<file path="config.mk">
export PLATFORM = sky130hd
export DESIGN_NAME = battery_soc_led_bar_controller
export DESIGN_NICKNAME = d
export VERILOG_FILES = /design/src/hdl/bslc_pkg.sv /design/src/hdl/bslc_in_stage.sv /design/src/hdl/bslc_core.sv /design/src/hdl/bslc_out_stage.sv /design/src/hdl/battery_soc_led_bar_controller.sv
export VERILOG_INCLUDE_DIRS = /design/src /design/src/hdl
export SDC_FILE = /design/constraint.sdc
export NUM_CORES = 1
export LEC_CHECK = 0
export BUFFER_PORTS_ARGS = -buffer_cell sky130_fd_sc_hd__buf_2
export CORE_ASPECT_RATIO = 1.25
export CORE_MARGIN = 5
export CORE_UTILIZATION = 55
export DETAILED_ROUTE_END_ITERATION = 6
export GPL_ROUTABILITY_DRIVEN = 0
export PLACE_DENSITY = 0.86
export SLEW_MARGIN = 20
export SYNTH_ARGS = -nofsm -noshare
export SYNTH_HDL_FRONTEND = slang
export SYNTH_SLANG_ARGS = --single-unit
</file>
<file path="constraint.sdc">
create_clock -name clk -period 3 [get_ports clk]
set_input_delay 0.3 -clock clk [delete_from_list [all_inputs] [get_ports clk]]
set_output_delay 0.3 -clock clk [all_outputs]
set_load 0.01 [all_outputs]
</file>
<file path="src/hdl/battery_soc_led_bar_controller_defines.svh">
// Assertion macros for the battery SOC LED bar controller.
// Depends on nothing; files that check their own logic include it.
`ifndef BATTERY_SOC_LED_BAR_CONTROLLER_DEFINES_SVH
`define BATTERY_SOC_LED_BAR_CONTROLLER_DEFINES_SVH

`ifndef SYNTHESIS
// Check a condition at every clock edge out of reset.
`define BSLC_ASSERT_ALWAYS(lbl, cond) \
  lbl: assert property (@(posedge clk) disable iff (!rst_n) (cond)) \
    else $error("%m: invariant violated");
// Check that one condition implies another in the same cycle.
`define BSLC_ASSERT_IMPLY(lbl, ante, cons) \
  lbl: assert property (@(posedge clk) disable iff (!rst_n) (ante) |-> (cons)) \
    else $error("%m: implication violated");
`else
`define BSLC_ASSERT_ALWAYS(lbl, cond)
`define BSLC_ASSERT_IMPLY(lbl, ante, cons)
`endif

`endif

</file>
<file path="src/hdl/bslc_pkg.sv">
// Shared types, codes and helper functions of the battery SOC LED bar controller.
// Depends on nothing; every module of the block imports it.
package bslc_pkg;

  localparam int LED_W   = 5;
  localparam int SOC_W   = 7;
  localparam int MODE_W  = 2;
  localparam int BLINK_W = 3;
  localparam int ANIM_W  = 4;

  // Display mode codes
  localparam logic [MODE_W-1:0] MODE_STARTUP   = 2'd0;
  localparam logic [MODE_W-1:0] MODE_NORMAL    = 2'd1;
  localparam logic [MODE_W-1:0] MODE_CHARGE    = 2'd2;
  localparam logic [MODE_W-1:0] MODE_DISCHARGE = 2'd3;

  localparam logic [SOC_W-1:0]   SOC_MAX       = 7'd100;
  localparam logic [BLINK_W-1:0] BLINK_TOP     = 3'd5;
  localparam logic [ANIM_W-1:0]  ANIM_BLANK_END = 4'd5;
  localparam logic [ANIM_W-1:0]  ANIM_FULL_END  = 4'd10;
  localparam logic [LED_W-1:0]   LED_ALL       = 5'h1F;
  localparam logic [LED_W-1:0]   LED_TOP       = 5'h10;

  typedef struct packed {
    logic             tick;
    logic             bms_starting;
    logic [SOC_W-1:0] soc_percent;
    logic             charge_active;
    logic             discharge_active;
    logic             cell_undervolt;
    logic             pack_undervolt;
  } bslc_item_t;

  typedef struct packed {
    logic [LED_W-1:0]  led_pattern;
    logic [MODE_W-1:0] display_mode;
  } bslc_result_t;

  typedef struct packed {
    logic [MODE_W-1:0]  mode;
    logic [LED_W-1:0]   led;
    logic [BLINK_W-1:0] blink;
    logic [ANIM_W-1:0]  anim;
  } bslc_status_t;

  // Bar in 20 percent steps; the lowest LED lights at zero unless strict.
  function automatic logic [LED_W-1:0] bar_20_steps(input logic [SOC_W-1:0] soc,
                                                    input logic strict);
    logic [LED_W-1:0] p;
    p[0] = strict ? (soc != '0) : 1'b1;
    p[1] = (soc >= 7'd20);
    p[2] = (soc >= 7'd40);
    p[3] = (soc >= 7'd60);
    p[4] = (soc >= 7'd80);
    return p;
  endfunction

  // Mask that blanks the LED of the current 20 percent level; none at 100.
  function automatic logic [LED_W-1:0] blank_mask(input logic [SOC_W-1:0] soc);
    logic [LED_W-1:0] m;
    if (soc >= 7'd100) m = LED_ALL;
    else if (soc >= 7'd80) m = 5'h0F;
    else if (soc >= 7'd60) m = 5'h17;
    else if (soc >= 7'd40) m = 5'h1B;
    else if (soc >= 7'd20) m = 5'h1D;
    else m = 5'h1E;
    return m;
  endfunction

endpackage

</file>
<file path="src/hdl/bslc_in_stage.sv">
// Input register of the battery SOC LED bar controller.
// Depends on bslc_pkg for the request type.
module bslc_in_stage
  import bslc_pkg::*;
(
  input  logic       clk,
  input  logic       rst_n,
  input  logic       in_valid,
  input  bslc_item_t in_item,
  input  logic       advance,
  output logic       in_stall,
  output logic       item_valid,
  output bslc_item_t item
);

  logic       valid_r, valid_nxt;
  bslc_item_t item_r;
  logic       load;

  // Stall only when a held request cannot move on this cycle.
  assign in_stall  = valid_r && !advance;
  assign load      = in_valid && !in_stall;
  assign valid_nxt = in_stall ? valid_r : in_valid;

  always_ff @(posedge clk) begin
    if (!rst_n) begin
      valid_r <= 1'b0;
    end else begin
      valid_r <= valid_nxt;
    end
  end

  always_ff @(posedge clk) begin
    if (load) begin
      item_r <= in_item;
    end
  end

  assign item_valid = valid_r;
  assign item       = item_r;

endmodule

</file>
<file path="src/hdl/bslc_core.sv">
// Mode machine and LED state of the battery SOC LED bar controller.
// Depends on bslc_pkg for codes, types and bar functions.
module bslc_core
  import bslc_pkg::*;
(
  input  logic         clk,
  input  logic         rst_n,
  input  logic         fire,
  input  bslc_item_t   item,
  output bslc_result_t result_nxt,
  output bslc_status_t status
);

  logic [MODE_W-1:0]  mode_r, mode_nxt;
  logic [LED_W-1:0]   led_r, led_nxt;
  logic [BLINK_W-1:0] blink_r, blink_nxt;
  logic [ANIM_W-1:0]  anim_r, anim_nxt;
  logic [LED_W-1:0]   mask_r, mask_nxt;

  logic [SOC_W-1:0]   soc;
  logic               uv;
  logic [BLINK_W-1:0] blink_inc;
  logic [ANIM_W-1:0]  anim_inc1;
  logic [ANIM_W-1:0]  anim_inc2;

  always_comb begin
    soc       = (item.soc_percent > SOC_MAX) ? SOC_MAX : item.soc_percent;
    uv        = item.cell_undervolt || item.pack_undervolt;
    blink_inc = blink_r + 1'b1;
    anim_inc1 = anim_r + 1'b1;
    anim_inc2 = anim_inc1 + 1'b1;

    mode_nxt  = mode_r;
    led_nxt   = led_r;
    blink_nxt = blink_r;
    anim_nxt  = anim_r;
    mask_nxt  = mask_r;

    if (item.tick && !item.bms_starting) begin
      unique case (mode_r)
        MODE_STARTUP: begin
          mode_nxt = MODE_NORMAL;
        end
        MODE_NORMAL: begin
          if (uv) begin
            if (blink_inc >= BLINK_TOP) begin
              blink_nxt = '0;
              led_nxt   = {led_r[LED_W-1], 3'b000, ~led_r[0]};
            end else begin
              blink_nxt = blink_inc;
            end
          end else begin
            blink_nxt = '0;
            led_nxt   = {led_r[LED_W-1], (soc >= 7'd80), (soc >= 7'd50),
                         (soc >= 7'd25), (soc != '0)};
          end
          if (item.discharge_active) begin
            mode_nxt = MODE_DISCHARGE;
          end else if (item.charge_active) begin
            mode_nxt = MODE_CHARGE;
          end
        end
        MODE_CHARGE: begin
          // Blank the current level, then light everything, then restart.
          if (anim_inc1 <= ANIM_BLANK_END) begin
            anim_nxt = anim_inc1;
            mask_nxt = blank_mask(soc);
          end else if (anim_inc2 <= ANIM_FULL_END) begin
            anim_nxt = anim_inc2;
            mask_nxt = LED_ALL;
          end else begin
            anim_nxt = '0;
          end
          led_nxt = bar_20_steps(soc, 1'b0) & mask_nxt;
          if (!item.charge_active) begin
            led_nxt  = '0;
            mode_nxt = MODE_NORMAL;
          end
        end
        default: begin
          led_nxt = bar_20_steps(soc, 1'b1);
          if (!item.discharge_active) begin
            led_nxt  = '0;
            mode_nxt = MODE_NORMAL;
          end
        end
      endcase
    end
  end

  always_ff @(posedge clk) begin
    if (!rst_n) begin
      mode_r  <= MODE_STARTUP;
      led_r   <= '0;
      blink_r <= '0;
      anim_r  <= '0;
      mask_r  <= '0;
    end else if (fire) begin
      mode_r  <= mode_nxt;
      led_r   <= led_nxt;
      blink_r <= blink_nxt;
      anim_r  <= anim_nxt;
      mask_r  <= mask_nxt;
    end
  end

  assign result_nxt = '{led_pattern: led_nxt, display_mode: mode_nxt};
  assign status     = '{mode: mode_r, led: led_r, blink: blink_r, anim: anim_r};

endmodule

</file>
<file path="src/hdl/bslc_out_stage.sv">
// Result register of the battery SOC LED bar controller.
// Depends on bslc_pkg for the result type.
module bslc_out_stage
  import bslc_pkg::*;
(
  input  logic         clk,
  input  logic         rst_n,
  input  logic         item_valid,
  input  bslc_result_t result_nxt,
  input  logic         out_stall,
  output logic         advance,
  output logic         out_valid,
  output bslc_result_t result
);

  logic         valid_r;
  bslc_result_t result_r;

  // Advance whenever the slot is empty or its request leaves now.
  assign advance = !valid_r || !out_stall;

  always_ff @(posedge clk) begin
    if (!rst_n) begin
      valid_r <= 1'b0;
    end else if (advance) begin
      valid_r <= item_valid;
    end
  end

  always_ff @(posedge clk) begin
    if (advance && item_valid) begin
      result_r <= result_nxt;
    end
  end

  assign out_valid = valid_r;
  assign result    = result_r;

endmodule

</file>
<file path="src/hdl/battery_soc_led_bar_controller.sv">
// Top level of the battery SOC LED bar controller.
// Depends on bslc_pkg, bslc_in_stage, bslc_core, bslc_out_stage and the defines header.
//
// Five-LED state-of-charge bar driver. Each input request is one 100 ms tick
// with state of charge, charge/discharge activity and undervoltage flags; each
// request yields exactly one result with the LED pattern and display mode as
// they stand after it. A request with tick low or bms_starting high changes
// nothing and repeats the current display. The block runs at one request per
// clock while its output register is not stalled: a request is registered on
// entry, the mode machine and LED update sit in one short logic level behind
// that register, and the result lands in an output register. An accepted
// request passes from the input register to the output register, where
// out_valid flags its result. While a result waits under out_stall, one
// further request is held in the input register; in_stall rises only when
// both registers are full. Modes: startup moves to normal on the first tick;
// normal shows SOC at 0/25/50/80 percent or blinks the lowest LED every fifth
// tick under undervoltage, then enters discharging (preferred) or charging on
// activity; charging shows 20 percent steps, blanking the current level for 5
// ticks and lighting all for 3; discharging shows 20 percent steps. Losing activity
// clears the bar and returns to normal. SOC above 100 is treated as 100.
`include "battery_soc_led_bar_controller_defines.svh"

module battery_soc_led_bar_controller
  import bslc_pkg::*;
(
  input  logic              clk,
  input  logic              rst_n,
  input  logic              in_valid,
  output logic              in_stall,
  input  logic              in_tick,
  input  logic              in_bms_starting,
  input  logic [SOC_W-1:0]  in_soc_percent,
  input  logic              in_charge_active,
  input  logic              in_discharge_active,
  input  logic              in_cell_undervolt,
  input  logic              in_pack_undervolt,
  output logic              out_valid,
  input  logic              out_stall,
  output logic [LED_W-1:0]  out_led_pattern,
  output logic [MODE_W-1:0] out_display_mode
);

  bslc_item_t   in_item;
  bslc_item_t   item;
  logic         item_valid;
  logic         advance;
  logic         fire;
  bslc_result_t result_nxt;
  bslc_result_t result;
  bslc_status_t status;

  // Gather the request fields into one word for the input register.
  assign in_item = '{tick:             in_tick,
                     bms_starting:     in_bms_starting,
                     soc_percent:      in_soc_percent,
                     charge_active:    in_charge_active,
                     discharge_active: in_discharge_active,
                     cell_undervolt:   in_cell_undervolt,
                     pack_undervolt:   in_pack_undervolt};

  bslc_in_stage u_in_stage (
    .clk        (clk),
    .rst_n      (rst_n),
    .in_valid   (in_valid),
    .in_item    (in_item),
    .advance    (advance),
    .in_stall   (in_stall),
    .item_valid (item_valid),
    .item       (item)
  );

  // Commit the state update only when the held request moves to the output.
  assign fire = item_valid && advance;

  bslc_core u_core (
    .clk        (clk),
    .rst_n      (rst_n),
    .fire       (fire),
    .item       (item),
    .result_nxt (result_nxt),
    .status     (status)
  );

  bslc_out_stage u_out_stage (
    .clk        (clk),
    .rst_n      (rst_n),
    .item_valid (item_valid),
    .result_nxt (result_nxt),
    .out_stall  (out_stall),
    .advance    (advance),
    .out_valid  (out_valid),
    .result     (result)
  );

  assign out_led_pattern  = result.led_pattern;
  assign out_display_mode = result.display_mode;

  // Blink divider wraps at five, so it never exceeds four.
  `BSLC_ASSERT_ALWAYS(a_blink_range, status.blink < BLINK_TOP)
  // Charge animation phase never passes the end of the full-on window.
  `BSLC_ASSERT_ALWAYS(a_anim_range, status.anim <= ANIM_FULL_END)
  // Startup is left on the first tick, before any LED is driven.
  `BSLC_ASSERT_IMPLY(a_startup_dark, status.mode == MODE_STARTUP, status.led == '0)
  // Input side stalls only behind a full, stalled output register.
  `BSLC_ASSERT_IMPLY(a_stall_cause, in_stall, out_valid && out_stall && item_valid)

endmodule

</file>
======== After elaboration in Yosys (flattened, before gate mapping) ========
Index checks and enable logic that the tools add are counted.
cells by class
  $add $sub $neg .......................... 3
  magnitude comparators ................... 11
  equality and inequality tests ........... 2
  mux-type cells .......................... 26
  bitwise logic cells ..................... 2
  reductions and logical operators ........ 15
operator list
  kind                                                                                 number
  5-bit 2-to-1 mux                                                                     11
  7-bit by 6-bit greater-or-equal comparator with 1-bit output, second input constant  3
  4-bit 2-to-1 mux                                                                     4
  5-bit case mux with 3 select lines                                                   1
  7-bit by 5-bit greater-or-equal comparator with 1-bit output, second input constant  2
  7-bit greater-or-equal comparator, second input constant                             2
  2-bit 2-to-1 mux                                                                     6
  4-bit by 1-bit adder with 4-bit output, second input constant                        2
  7-bit greater-than comparator, second input constant                                 1
  7-bit 2-to-1 mux                                                                     1
  7-bit nonzero test                                                                   1
  3-bit 2-to-1 mux                                                                     2
  2-bit case mux with 3 select lines                                                   1
  3-bit AND reduction                                                                  2
  5-bit AND                                                                            1
  1-bit logical NOT                                                                    5
  4-bit by 3-bit <= comparator with 1-bit output, second input constant                1
  4-bit <= comparator, second input constant                                           1
  1-bit logical AND                                                                    4
  3-bit by 1-bit adder with 3-bit output, second input constant                        1
  3-bit greater-or-equal comparator, second input constant                             1
  2-bit by 1-bit equality test with 1-bit output, second input constant                1
  2-bit equality test, second input constant                                           1
  2-bit logical NOT                                                                    1
  2 further kinds                                                                      3
word-level totals
  register bits after elaboration ......... 41
  input port bits ......................... 17
  output and inout port bits .............. 9
  logic and storage cells ................. 75

======== Depth between registers and ports, before layout ========
Gate-level depths: netlist (run 1).
  depth in word-level cells ............... 15
  mapped depth ............................ 9
  gate-level depth less buffers ........... 8

======== By module ========
A second synthesis (run 1) with hierarchy kept.
second synthesis, totals
  cell total of the unflattened synthesis .. 229
  area total of the unflattened synthesis .. 2,255.9 µm²
modules (own cells, without submodules)
  module                          times used  cells each  area each (µm²)  sequential area each (µm²)
  bslc_core                       1           199         1,560.2          380.4
  bslc_in_stage                   1           17          437.9            410.4
  bslc_out_stage                  1           12          251.5            230.2
  battery_soc_led_bar_controller  1           1           6.3              0.0

======== Least setup slack after synthesis (run 1) ========
Ideal clock, no wire load.
  path kind ............................... register to register
  from .................................... register u_core.anim_r[0]
  to ...................................... register u_out_stage.result_r, in the netlist u_out_stage.result[4] (data pin)
  setup time .............................. 0.267 ns
  arrival time ............................ 1.918 ns
  data required time ...................... 2.733 ns
  slack ................................... 0.815 ns
  stages on the path, launching flop included .. 9
  buffers on the path ..................... 0
  clock period less this slack ............ 2.185 ns
  cells stage by stage .................... dfxtp_1 > inv_1 > ha_1 > inv_1 > o311ai_1 > nor3b_4 > nand3b_1 > a41oi_1 > o21ai_0
RTL lines
  element                   RTL line              source
  start: declaration        bslc_core.sv:17       logic [ANIM_W-1:0] anim_r, anim_nxt;
  start signal: assignment  bslc_core.sv:102      anim_r <= anim_nxt;
  end signal: assignment    bslc_out_stage.sv:32  result_r <= result_nxt;
  end: declaration          bslc_out_stage.sv:17  bslc_result_t result_r;

==> summary.md, run 1 <==
| Metric | Value |
|---|---|
| Worst hold path class | input pin to register |
| Post-Route Setup TNS | 0 ns |
| Clock tree buffer depth | 2 |
| DIE WIDTH | 66.65 um |
| Core region area | 3847 sq um |
| Post-CTS Resized | 0 |
| Starting Density | 0.5733 |
| Crit path top cell by count | inv_1 |
| Tmin final | 2.466 ns |
| ANT cells | 0 |
| Pins over their slew limit | 0 |
| DR DRC count | 0 |
| Critical path peak fanout | 8 |
| Fraction of layout cells with a size suffix above 1 | 0.1667 |
| Initial antenna violation count | 0 |
| Die height | 80.81 um |
| Lkg Pwr | 0.0009198 uW |
| Initial DRC count | 99 |
| Hold Crit Start | in_charge_active |
| Finish-stage setup viols | 0 |
| Sink Count | 41 |
| Max-cap violations | 0 |
| Clock Skews | 0.008518 ns |
| Clk slew on worst S/H paths | 0.08 ns |
| Reg2Reg Setup Slack | 0.53 ns |
| Netlist cell types | 52 |
| Post-synthesis cell area | 2206 sq um |
| Hold path depth | 1 |
| Fin crit share | 0.8220 |
| Final total power | 1043 uW |
| H-tree Lvls | 2 |
| Worst path slowest cell | dfxtp_1 |
| Synth Instances | 235 |
| Detail Route Antenna Nets | 0 |
| Status | complete, no violations |
| Total global-route track usage | 0.1824 |
| TritonCTS clock tree | yes |
| Pin count of the biggest net entering global routing | 24 |
| Routed WL per cell | 14.28 um |
| CP Data Arrival Time | 2.50 ns |
| Hold_buf cts | 0 |
| Unrepaired setup endpoints after global routing | false |
| Vias in the first global route | 1710 |
| Num ports | 26 |
| Dpl hpwl | 3343 um |
| Crit-path max cell delay | 0.47 ns |
| Total CTS buffers | 5 |
| Routed Wire Length | 4456 um |
| Buffers on Ports | 25 |
| Number of synthesized flops with an enable pin | 20 |
| CTS root buf | clkbuf_8 |
| Peak Freq | 0.4055 GHz |
| First-pass GRT wire length | 7479 um |
| Synth warn | 0 |
| Post-Syn Nets | 257 |
| Power per Cell Area | 427.3 nW/um^2 |
| GRT overflow | 0 |
| Cells along the critical path | inv_1 -> ha_1 -> inv_1 -> o311ai_1 -> nor3b_4 -> nand3b_1 -> a41oi_1 -> o21ai_0 |
| Sequential cell area fraction in the yosys report | 0.4628 |
| Die Footprint | 5385 sq um |
| Worst endpoint required time | 3.04 ns |
| Crit path kind | register to register |
| Reg2reg start | u_core.anim_r[0]$_SDFFE_PN0P_ |
| Worst setup SP type | register |
| Worst Hold Path EP | u_in_stage.item[3]$_DFFE_PP_ |
| Reg2reg path depth | 8 |
| Mapped Avg Cell Area | 9.387 sq um |
| Async SR Flop Fraction | 0 |
| Peak VDD IR | 357.2 uV |
| CP endpoint kind | register |
| Fin. Hold Viols | 0 |
| Worst-Skew Late Latency | 0.29 ns |
| Tightest hold margin | 0.1788 ns |
| Top FF cell, synth | dfxtp_1 |
| Vias | 1842 |
| # Post-CTS Setup Buffers | 0 |
| TritonRoute pass-1 iters | 4 |
| Rows | 25 |
| Nets | 279 |
| R2R Path End | u_out_stage.result[4]$_DFFE_PP_ |
| Yosys reg bits | 41 |
| Worst Tran Pin Value | 0.5495 ns |
| Area growth syn-to-layout | 10.61% |
| Slew headroom | 0.6290 |
| Vias per cell | 5.904 |
==> state kept, by name (all words and copies together) (netlist names) <==
name	cells
u_core.anim_r	4
u_core.blink_r	3
u_core.led_r	5
u_core.mask_r	5
u_core.mode_r	2
u_in_stage.item	13
u_in_stage.item_valid	1
u_out_stage.out_valid	1
u_out_stage.result	7
==> cell usage after synthesis (4+ instances only) <==
library cell | number | area share
ha_1 | 5 | 0.028
and2_1 | 5 | 0.014
o21a_1 | 5 | 0.017
o21ai_0 | 23 | 0.052
inv_1 | 10 | 0.017
nand2_1 | 18 | 0.031
edfxtp_1 | 20 | 0.27
nand3b_1 | 4 | 0.014
a21oi_1 | 12 | 0.027
nor2_1 | 21 | 0.036
xnor2_1 | 4 | 0.016
nor2b_1 | 7 | 0.020
nand3_1 | 12 | 0.027
nor3b_1 | 4 | 0.014
clkbuf_1 | 9 | 0.015
dfxtp_1 | 21 | 0.19
==> cell type report <==
cell class | count | area [sq um]
timing repair buffer | 27 | 140.1
fill | 308 | 1408
multi-input combinational | 172 | 1092
clock buffer | 7 | 76.32
tap | 54 | 67.56
inverter | 10 | 37.54
clock inverter | 1 | 5.005
sequential | 41 | 1021
==> worst max-delay path, delay by kind of cell, from the launching register on <==
family                   cells  cell delay, ns
adder cells (fa/ha/maj)      1            0.36
buffers and inverters        2            0.22
AND/OR/NAND/NOR              2            0.50
flip-flops                   1            0.47
AO/OA/AOI/OAI                3            0.68
==> stage by stage <==
| stage | cells | instance area (sq um) | setup WS (ns) | util |
|---|---|---|---|---|
| after floorplan | 235 | 2206 | 0.8150 | - |
| after global placement | 304 | 2359 | 0.6771 | 0.6130 |
| after detailed placement | 304 | 2359 | 0.5753 | 0.6130 |
| after CTS | 312 | 2440 | 0.5671 | 0.6341 |
| after global routing | 312 | 2440 | 0.3144 | 0.6341 |
| final | 312 | 2440 | 0.5340 | 0.6341 |
==> cell usage in the layout, fill, tap and decap left out, types with 7 or more instances in the layout <==
master | synthesis | layout
nand2_1 | 18 | 18
a21oi_1 | 12 | 12
buf_2 | 1 | 25
nor2b_1 | 7 | 7
dfxtp_1 | 21 | 21
nand3_1 | 12 | 12
edfxtp_1 | 20 | 20
inv_1 | 10 | 10
o21ai_0 | 23 | 23
nor2_1 | 21 | 21
==> power breakdown <==
part / internal, uW / switching [uW]
clock network: 163 / 175
logic: 33.5 / 47.7
registers: 608 / 14.6
total: 805 / 238
==> metal layers <==
layer / track usage / vias to the layer above / share of wire
met4: 0.1057 / 0 / 0.031
met1: 0.2223 / 853 / 0.42
met2: 0.2917 / 65 / 0.48
met5: 0 / - / 0
li1: - / 911 / -
met3: 0.04426 / 13 / 0.067
==> worst max-delay path by stage <==
stage / slack (ns) / to / start / cells after the start
floorplan: 0.82 / u_out_stage.result[4]$_DFFE_PP_ / u_core.anim_r[0]$_SDFFE_PN0P_ / 8
global placement: 0.68 / u_out_stage.result[4]$_DFFE_PP_ / u_core.anim_r[0]$_SDFFE_PN0P_ / 8
detailed placement: 0.58 / u_out_stage.result[4]$_DFFE_PP_ / u_core.anim_r[0]$_SDFFE_PN0P_ / 8
CTS: 0.57 / u_out_stage.result[4]$_DFFE_PP_ / u_core.anim_r[0]$_SDFFE_PN0P_ / 8
global route: 0.31 / u_out_stage.result[4]$_DFFE_PP_ / u_core.anim_r[0]$_SDFFE_PN0P_ / 8
finish: 0.53 / u_out_stage.result[4]$_DFFE_PP_ / u_core.anim_r[0]$_SDFFE_PN0P_ / 8
==> cell families (layout without fill, tap and decap cells) <==
| family | after synthesis | in the layout | share of synthesized area |
|---|---|---|---|
| simple gates | 90 | 90 | 0.2144 |
| fa+ha+maj | 5 | 5 | 0.02836 |
| mux | 1 | 1 | 0.005105 |
| xor+xnor | 6 | 6 | 0.03006 |
| buf+inv | 22 | 45 | 0.04197 |
| flops | 41 | 41 | 0.4628 |
| compound gates | 70 | 70 | 0.2173 |
No activity file was read; power rests on OpenSTA's default activity.
==> run 2, diff against run 1 <==
clock period = 2.4 ns   (was 3 ns; I/O delays follow)
==> summary.md, run 2 (synthesis gave the netlist of run 1 again) <==
| Metric | Value |
|---|---|
| Slew headroom | 0.6745 (+0.04545) |
| Sink Count | 41 (unchanged) |
| DR DRC count | 0 (unchanged) |
| Tightest hold margin | 0.1160 ns (-0.06281 ns) |
| Most frequent cells in the layout | buf_2 (25), o21ai_0 (22), nor2_1 (21) |
| Vias in the first global route | 1754 (+2.6%) |
| Worst setup SP type | register |
| Tmin final | 2.210 ns (-0.2557 ns) |
| Rows | 25 (unchanged) |
| Worst hold path class | input pin to register |
| Worst path slowest cell | o311ai_0 |
| Starting Density | 0.5733 (unchanged) |
| Worst endpoint required time | 2.56 ns (-0.48 ns) |
| Nets | 284 (+1.8%) |
| Clock Skews | 0.008030 ns (-0.0004879 ns) |
| CP delay by family, top | compound AO/OA/AOI/OAI gates |
| Pin count of the biggest net entering global routing | 24 (unchanged) |
| DIE WIDTH | 66.65 um (unchanged) |
| Die height | 80.81 um (unchanged) |
| CP endpoint kind | register |
| Area of the multi-input gates | 1102 sq um (+0.92%) |
| Peak VDD IR | 399.0 uV (+12%) |
| Dpl hpwl | 3495 um (+4.5%) |
| TritonRoute pass-1 iters | 5 (+1) |
| Crit-path max cell delay | 0.44 ns (-0.03 ns) |
| Critical path peak fanout | 4 (-4) |
| Vias | 1891 (+2.7%) |
| Cells along the critical path | inv_1 -> ha_1 -> nor3b_1 -> nor2_1 -> xnor2_1 -> o311ai_0 -> a31o_1 -> o21a_1 |
| Initial antenna violation count | 0 (unchanged) |
| Pins over their slew limit | 0 (unchanged) |
| CP Data Arrival Time | 2.38 ns (-0.12 ns) |
| Finish-stage setup viols | 0 (unchanged) |
| Hold_buf cts | 0 (unchanged) |
| Routed WL per cell | 15.09 um (+5.7%) |
| Worst-Skew Late Latency | 0.29 ns (about the same) |
| Vias per cell | 5.965 (+1.0%) |
| GRT overflow | 0 (unchanged) |
| CTS root buf | clkbuf_8 |
| Core region area | 3847 sq um (unchanged) |
| Die Footprint | 5385 sq um (unchanged) |
| Total CTS buffers | 5 (unchanged) |
| Max reg flops | 13 (unchanged) |
| Peak Freq | 0.4524 GHz (+12%) |
| Clock tree buffer depth | 2 (unchanged) |
| Buffers on Ports | 25 (unchanged) |
| ANT cells | 0 (unchanged) |
| Num ports | 26 (unchanged) |
| First-pass GRT wire length | 7879 um (+5.3%) |
| Total global-route track usage | 0.1904 (+0.008010) |
| Register area | 1022 sq um (+0.12%) |
| Post-Route Setup TNS | 0 ns (unchanged) |
| Status | complete, no violations |
| H-tree Lvls | 2 (unchanged) |
| Count of buffer and inverter cells on the critical path | 1 (-1) |
| Fin. Hold Viols | 0 (unchanged) |
| Clk slew on worst S/H paths | 0.08 ns (about the same) |
| Crit path kind | register to register |
| Lkg Pwr | 0.0009590 uW (+4.3%) |
| Fraction of layout cells with a size suffix above 1 | 0.1977 (+0.03105) |
| Most common cell after layout, fill and taps aside | buf_2 |
| Power per Cell Area | 560.7 nW/um^2 (+31%) |
| Max-cap violations | 0 (unchanged) |
| Detail Route Antenna Nets | 0 (unchanged) |
| Fillers | 300 (-2.6%) |
| Worst Tran Pin Value | 0.4821 ns (-0.06732 ns) |
| TritonCTS clock tree | yes |
| Initial DRC count | 141 (+42%) |
| Routed Wire Length | 4785 um (+7.4%) |
| Fin crit share | 0.9209 (+0.09894) |
| # Post-CTS Setup Buffers | 0 (unchanged) |
| Area growth syn-to-layout | 14.18% |
| Unrepaired setup endpoints after global routing | false |
run 2: changes by cell type in the layout (fill, tap and decap cells not counted), sizes merged:
cell    change
clkinv      -1
clkbuf      +1
buf         +5
run 2: final cells by class:
cell class	count	share of cell area
inverter	10	0.01490
clock buffer	8	0.04421
tap	54	0.02683
sequential	41	0.4059
multi-input combinational	172	0.4377
timing repair buffer	32	0.07054
run 2: power breakdown:
| part | internal, uW | switching, uW | total [uW] |
|---|---|---|---|
| Clock | 297 | 232 | 529 |
| Sequential | 760 | 19.3 | 779 |
| Combinational | 43.6 | 60.5 | 104 |
run 2: path summary, 6_finish.rpt:
| check | start | end | slack [ns] | cells past startpoint |
|---|---|---|---|---|
| setup / recovery | u_core.blink_r[0]$_SDFFE_PN0P_ | u_out_stage.result[2]$_DFFE_PP_ | 0.19 | 8 |
| hold / removal | in_charge_active | u_in_stage.item[3]$_DFFE_PP_ | 0.12 | 1 |
| setup reg to reg | u_core.blink_r[0]$_SDFFE_PN0P_ | u_out_stage.result[2]$_DFFE_PP_ | 0.19 | 8 |
| hold reg to reg | u_core.anim_r[3]$_SDFFE_PN0P_ | u_core.anim_r[3]$_SDFFE_PN0P_ | 0.50 | 2 |
run 2: timing repair:
| action | CTS | global route |
|---|---|---|
| endpoints found under the hold margin | 0 | 0 |
| gates resized for setup | 0 | 4 |
| setup endpoints to repair | 0 | 8 |
run 2: through the flow:
stage	power [uW]	utilization	std cells	cell area (sq um)	worst slack, ns
after global routing	1475	0.6546	317	2519	0.01218
after global placement	893.8	0.6228	309	2396	0.2042
final	1412	0.6546	317	2519	0.1898
after detailed placement	897.6	0.6228	309	2396	0.1261
after floorplan	855.5	-	235	2206	0.2150
after CTS	1421	0.6517	317	2507	0.08253
run 2: worst reg2reg max path: stages, from the launching register on:
cell	delay, ns
dfxtp_1	0.40
inv_1	0.08
ha_1	0.31
nor3b_1	0.28
nor2_1	0.11
xnor2_1	0.15
o311ai_0	0.44
a31o_1	0.20
o21a_1	0.12
run 2: per-layer routing:
| layer | part of all wire | wire length (um) | track usage | up-vias |
|---|---|---|---|---|
| met2 | 0.48 | 2288 | 0.3016 | 105 |
| met4 | 0.026 | 124 | 0.08130 | 0 |
| met1 | 0.42 | 1999 | 0.2458 | 857 |
| met5 | 0 | 0 | 0 | - |
| li1 | - | - | - | 918 |
| met3 | 0.078 | 372 | 0.04841 | 11 |
==> run 3, diff against run 2 <==
clock period = 2.6 ns   (was 2.4 ns; I/O delays follow)
==> summary.md, run 3 (synthesis gave the netlist of run 1 again) <==
| Metric | Value |
|---|---|
| Worst-Skew Late Latency | 0.29 ns (about the same) |
| Most common cell after layout, fill and taps aside | buf_2 |
| Cells along the critical path | inv_1 -> ha_1 -> inv_1 -> o311ai_2 -> nor3b_4 -> nand2_1 -> o221ai_1 -> o211ai_1 |
| Reg2Reg Setup Slack | 0.23 ns (+0.04 ns) |
| Clock Skews | 0.005511 ns (-0.002519 ns) |
| Nets | 284 (unchanged) |
| Worst hold path class | input pin to register |
| Pins over their slew limit | 0 (unchanged) |
| Crit path kind | register to register |
| Num ports | 26 (unchanged) |
| Worst endpoint required time | 2.63 ns (+0.07 ns) |
| Fin crit share | 0.9114 (-0.009566) |
| Peak Freq | 0.4220 GHz (-6.7%) |
| Tightest hold margin | 0.1380 ns (+0.02199 ns) |
| Finish-stage setup viols | 0 (unchanged) |
| PnR worst setup slack | 0.2304 ns (+0.04068 ns) |
| Lkg Pwr | 0.0009584 uW (about the same) |
| Crit path top cell by count | inv_1 |
| H-tree Lvls | 2 (unchanged) |
| Core region area | 3847 sq um (unchanged) |
| Status | complete, no violations |
| CP Data Arrival Time | 2.40 ns (+0.02 ns) |
| Power per Cell Area | 519.7 nW/um^2 (-7.3%) |
| Worst path slowest cell | dfxtp_2 |
| TritonCTS clock tree | yes |
| Starting Density | 0.5733 (unchanged) |
| Unrepaired setup endpoints after global routing | false |
| Post-Route Setup TNS | 0 ns (unchanged) |
| Die height | 80.81 um (unchanged) |
| Routed Wire Length | 4821 um (+0.75%) |
| Rows | 25 (unchanged) |
| Worst Tran Pin Value | 0.6498 ns (+0.1677 ns) |
| Fraction of layout cells with a size suffix above 1 | 0.1901 (-0.007605) |
| Fin. Hold Viols | 0 (unchanged) |
| Count of buffer and inverter cells on the critical path | 2 (+1) |
| CTS root buf | clkbuf_8 |
| TritonRoute pass-1 iters | 5 (unchanged) |
| Detail Route Antenna Nets | 0 (unchanged) |
| Clk slew on worst S/H paths | 0.07 ns (about the same) |
| CP endpoint kind | register |
| Crit-path max cell delay | 0.42 ns (-0.02 ns) |
| Reg2reg path depth | 8 (unchanged) |
| Max-cap violations | 0 (unchanged) |
| Dpl hpwl | 3522 um (+0.78%) |
| Max reg flops | 13 (unchanged) |
| Levels on crit path | 8 (unchanged) |
| Worst setup SP type | register |
| Slew headroom | 0.5613 (-0.1132) |
| Routed WL per cell | 15.21 um (+0.75%) |
| DIE WIDTH | 66.65 um (unchanged) |
| Buffers on Ports | 25 (unchanged) |
| Hold path depth | 1 (unchanged) |
| Total global-route track usage | 0.1939 (+0.003422) |
| Place WS | 0.1355 ns (+0.009346 ns) |
| Critical path peak fanout | 8 (+4) |
| First-pass GRT wire length | 7969 um (+1.1%) |
| CP delay by family, top | compound AO/OA/AOI/OAI gates |
| DR DRC count | 0 (unchanged) |
| Tmin final | 2.370 ns (+0.1593 ns) |
| Most frequent cells in the layout | buf_2 (25), o21ai_0 (23), nor2_1 (21) |
| Die Footprint | 5385 sq um (unchanged) |
| GRT overflow | 0 (unchanged) |
| Pin count of the biggest net entering global routing | 24 (unchanged) |
| Sink Count | 41 (unchanged) |
| Initial DRC count | 100 (-29%) |
| ANT cells | 0 (unchanged) |
| Peak VDD IR | 440.0 uV (+10%) |
| Initial antenna violation count | 0 (unchanged) |
| Vias per cell | 5.864 (-1.7%) |
| Clock tree buffer depth | 2 (unchanged) |
| Vias | 1859 (-1.7%) |
| Total CTS buffers | 5 (unchanged) |
| Area growth syn-to-layout | 13.84% |
| Vias in the first global route | 1787 (+1.9%) |
## run 3: power by group
group	switching, uW	internal (uW)
clock network	206	283
registers	17.3	702
logic	56.5	40.3
## run 3: metal layers
metal / part of all wire / up-vias / GRT usage
li1: - / 914 / -
met1: 0.41 / 853 / 0.2297
met2: 0.48 / 71 / 0.3185
met3: 0.065 / 21 / 0.05256
met4: 0.042 / 0 / 0.1016
met5: 0 / - / 0
## run 3: layout make-up
cell class	instances	area [sq um]
Clock inverter	2	33.78
Inverter	10	37.54
Fill cell	316	1336
Timing Repair Buffer	32	177.7
Multi-Input combinational cell	172	1100
Clock buffer	6	72.57
Tap cell	54	67.56
Sequential cell	41	1022
## run 3: path summary, 6_finish.rpt
path / start / to
worst max-delay path: u_core.anim_r[0]$_SDFFE_PN0P_ / u_out_stage.result[6]$_DFFE_PP_
worst min-delay path: in_charge_active / u_in_stage.item[3]$_DFFE_PP_
worst max register to register: u_core.anim_r[0]$_SDFFE_PN0P_ / u_out_stage.result[6]$_DFFE_PP_
worst min register to register: u_core.anim_r[3]$_SDFFE_PN0P_ / u_core.anim_r[3]$_SDFFE_PN0P_
## run 3: worst register-to-register path: stages, from the launching register on
cell and delay, ns:
dfxtp_2 0.42, inv_1 0.12, ha_1 0.36, inv_1 0.09, o311ai_2 0.27, nor3b_4 0.36, nand2_1 0.13, o221ai_1 0.24
o211ai_1 0.11
## run 3: what timing repair did
item	in CTS	in global routing
setup endpoints to repair	0	6
hold buffers	0	0
setup buffers	0	1
gates resized for setup	0	2
## run 3: metrics by stage
stage / area (sq um) / total power [uW] / std cells / util
finish: 2511 / 1305 / 317 / 0.6527
global placement: 2389 / 825.2 / 308 / 0.6208
detailed placement: 2389 / 828.6 / 308 / 0.6208
floorplan: 2206 / 789.7 / 235 / -
CTS: 2495 / 1315 / 316 / 0.6485
global route: 2511 / 1366 / 317 / 0.6527
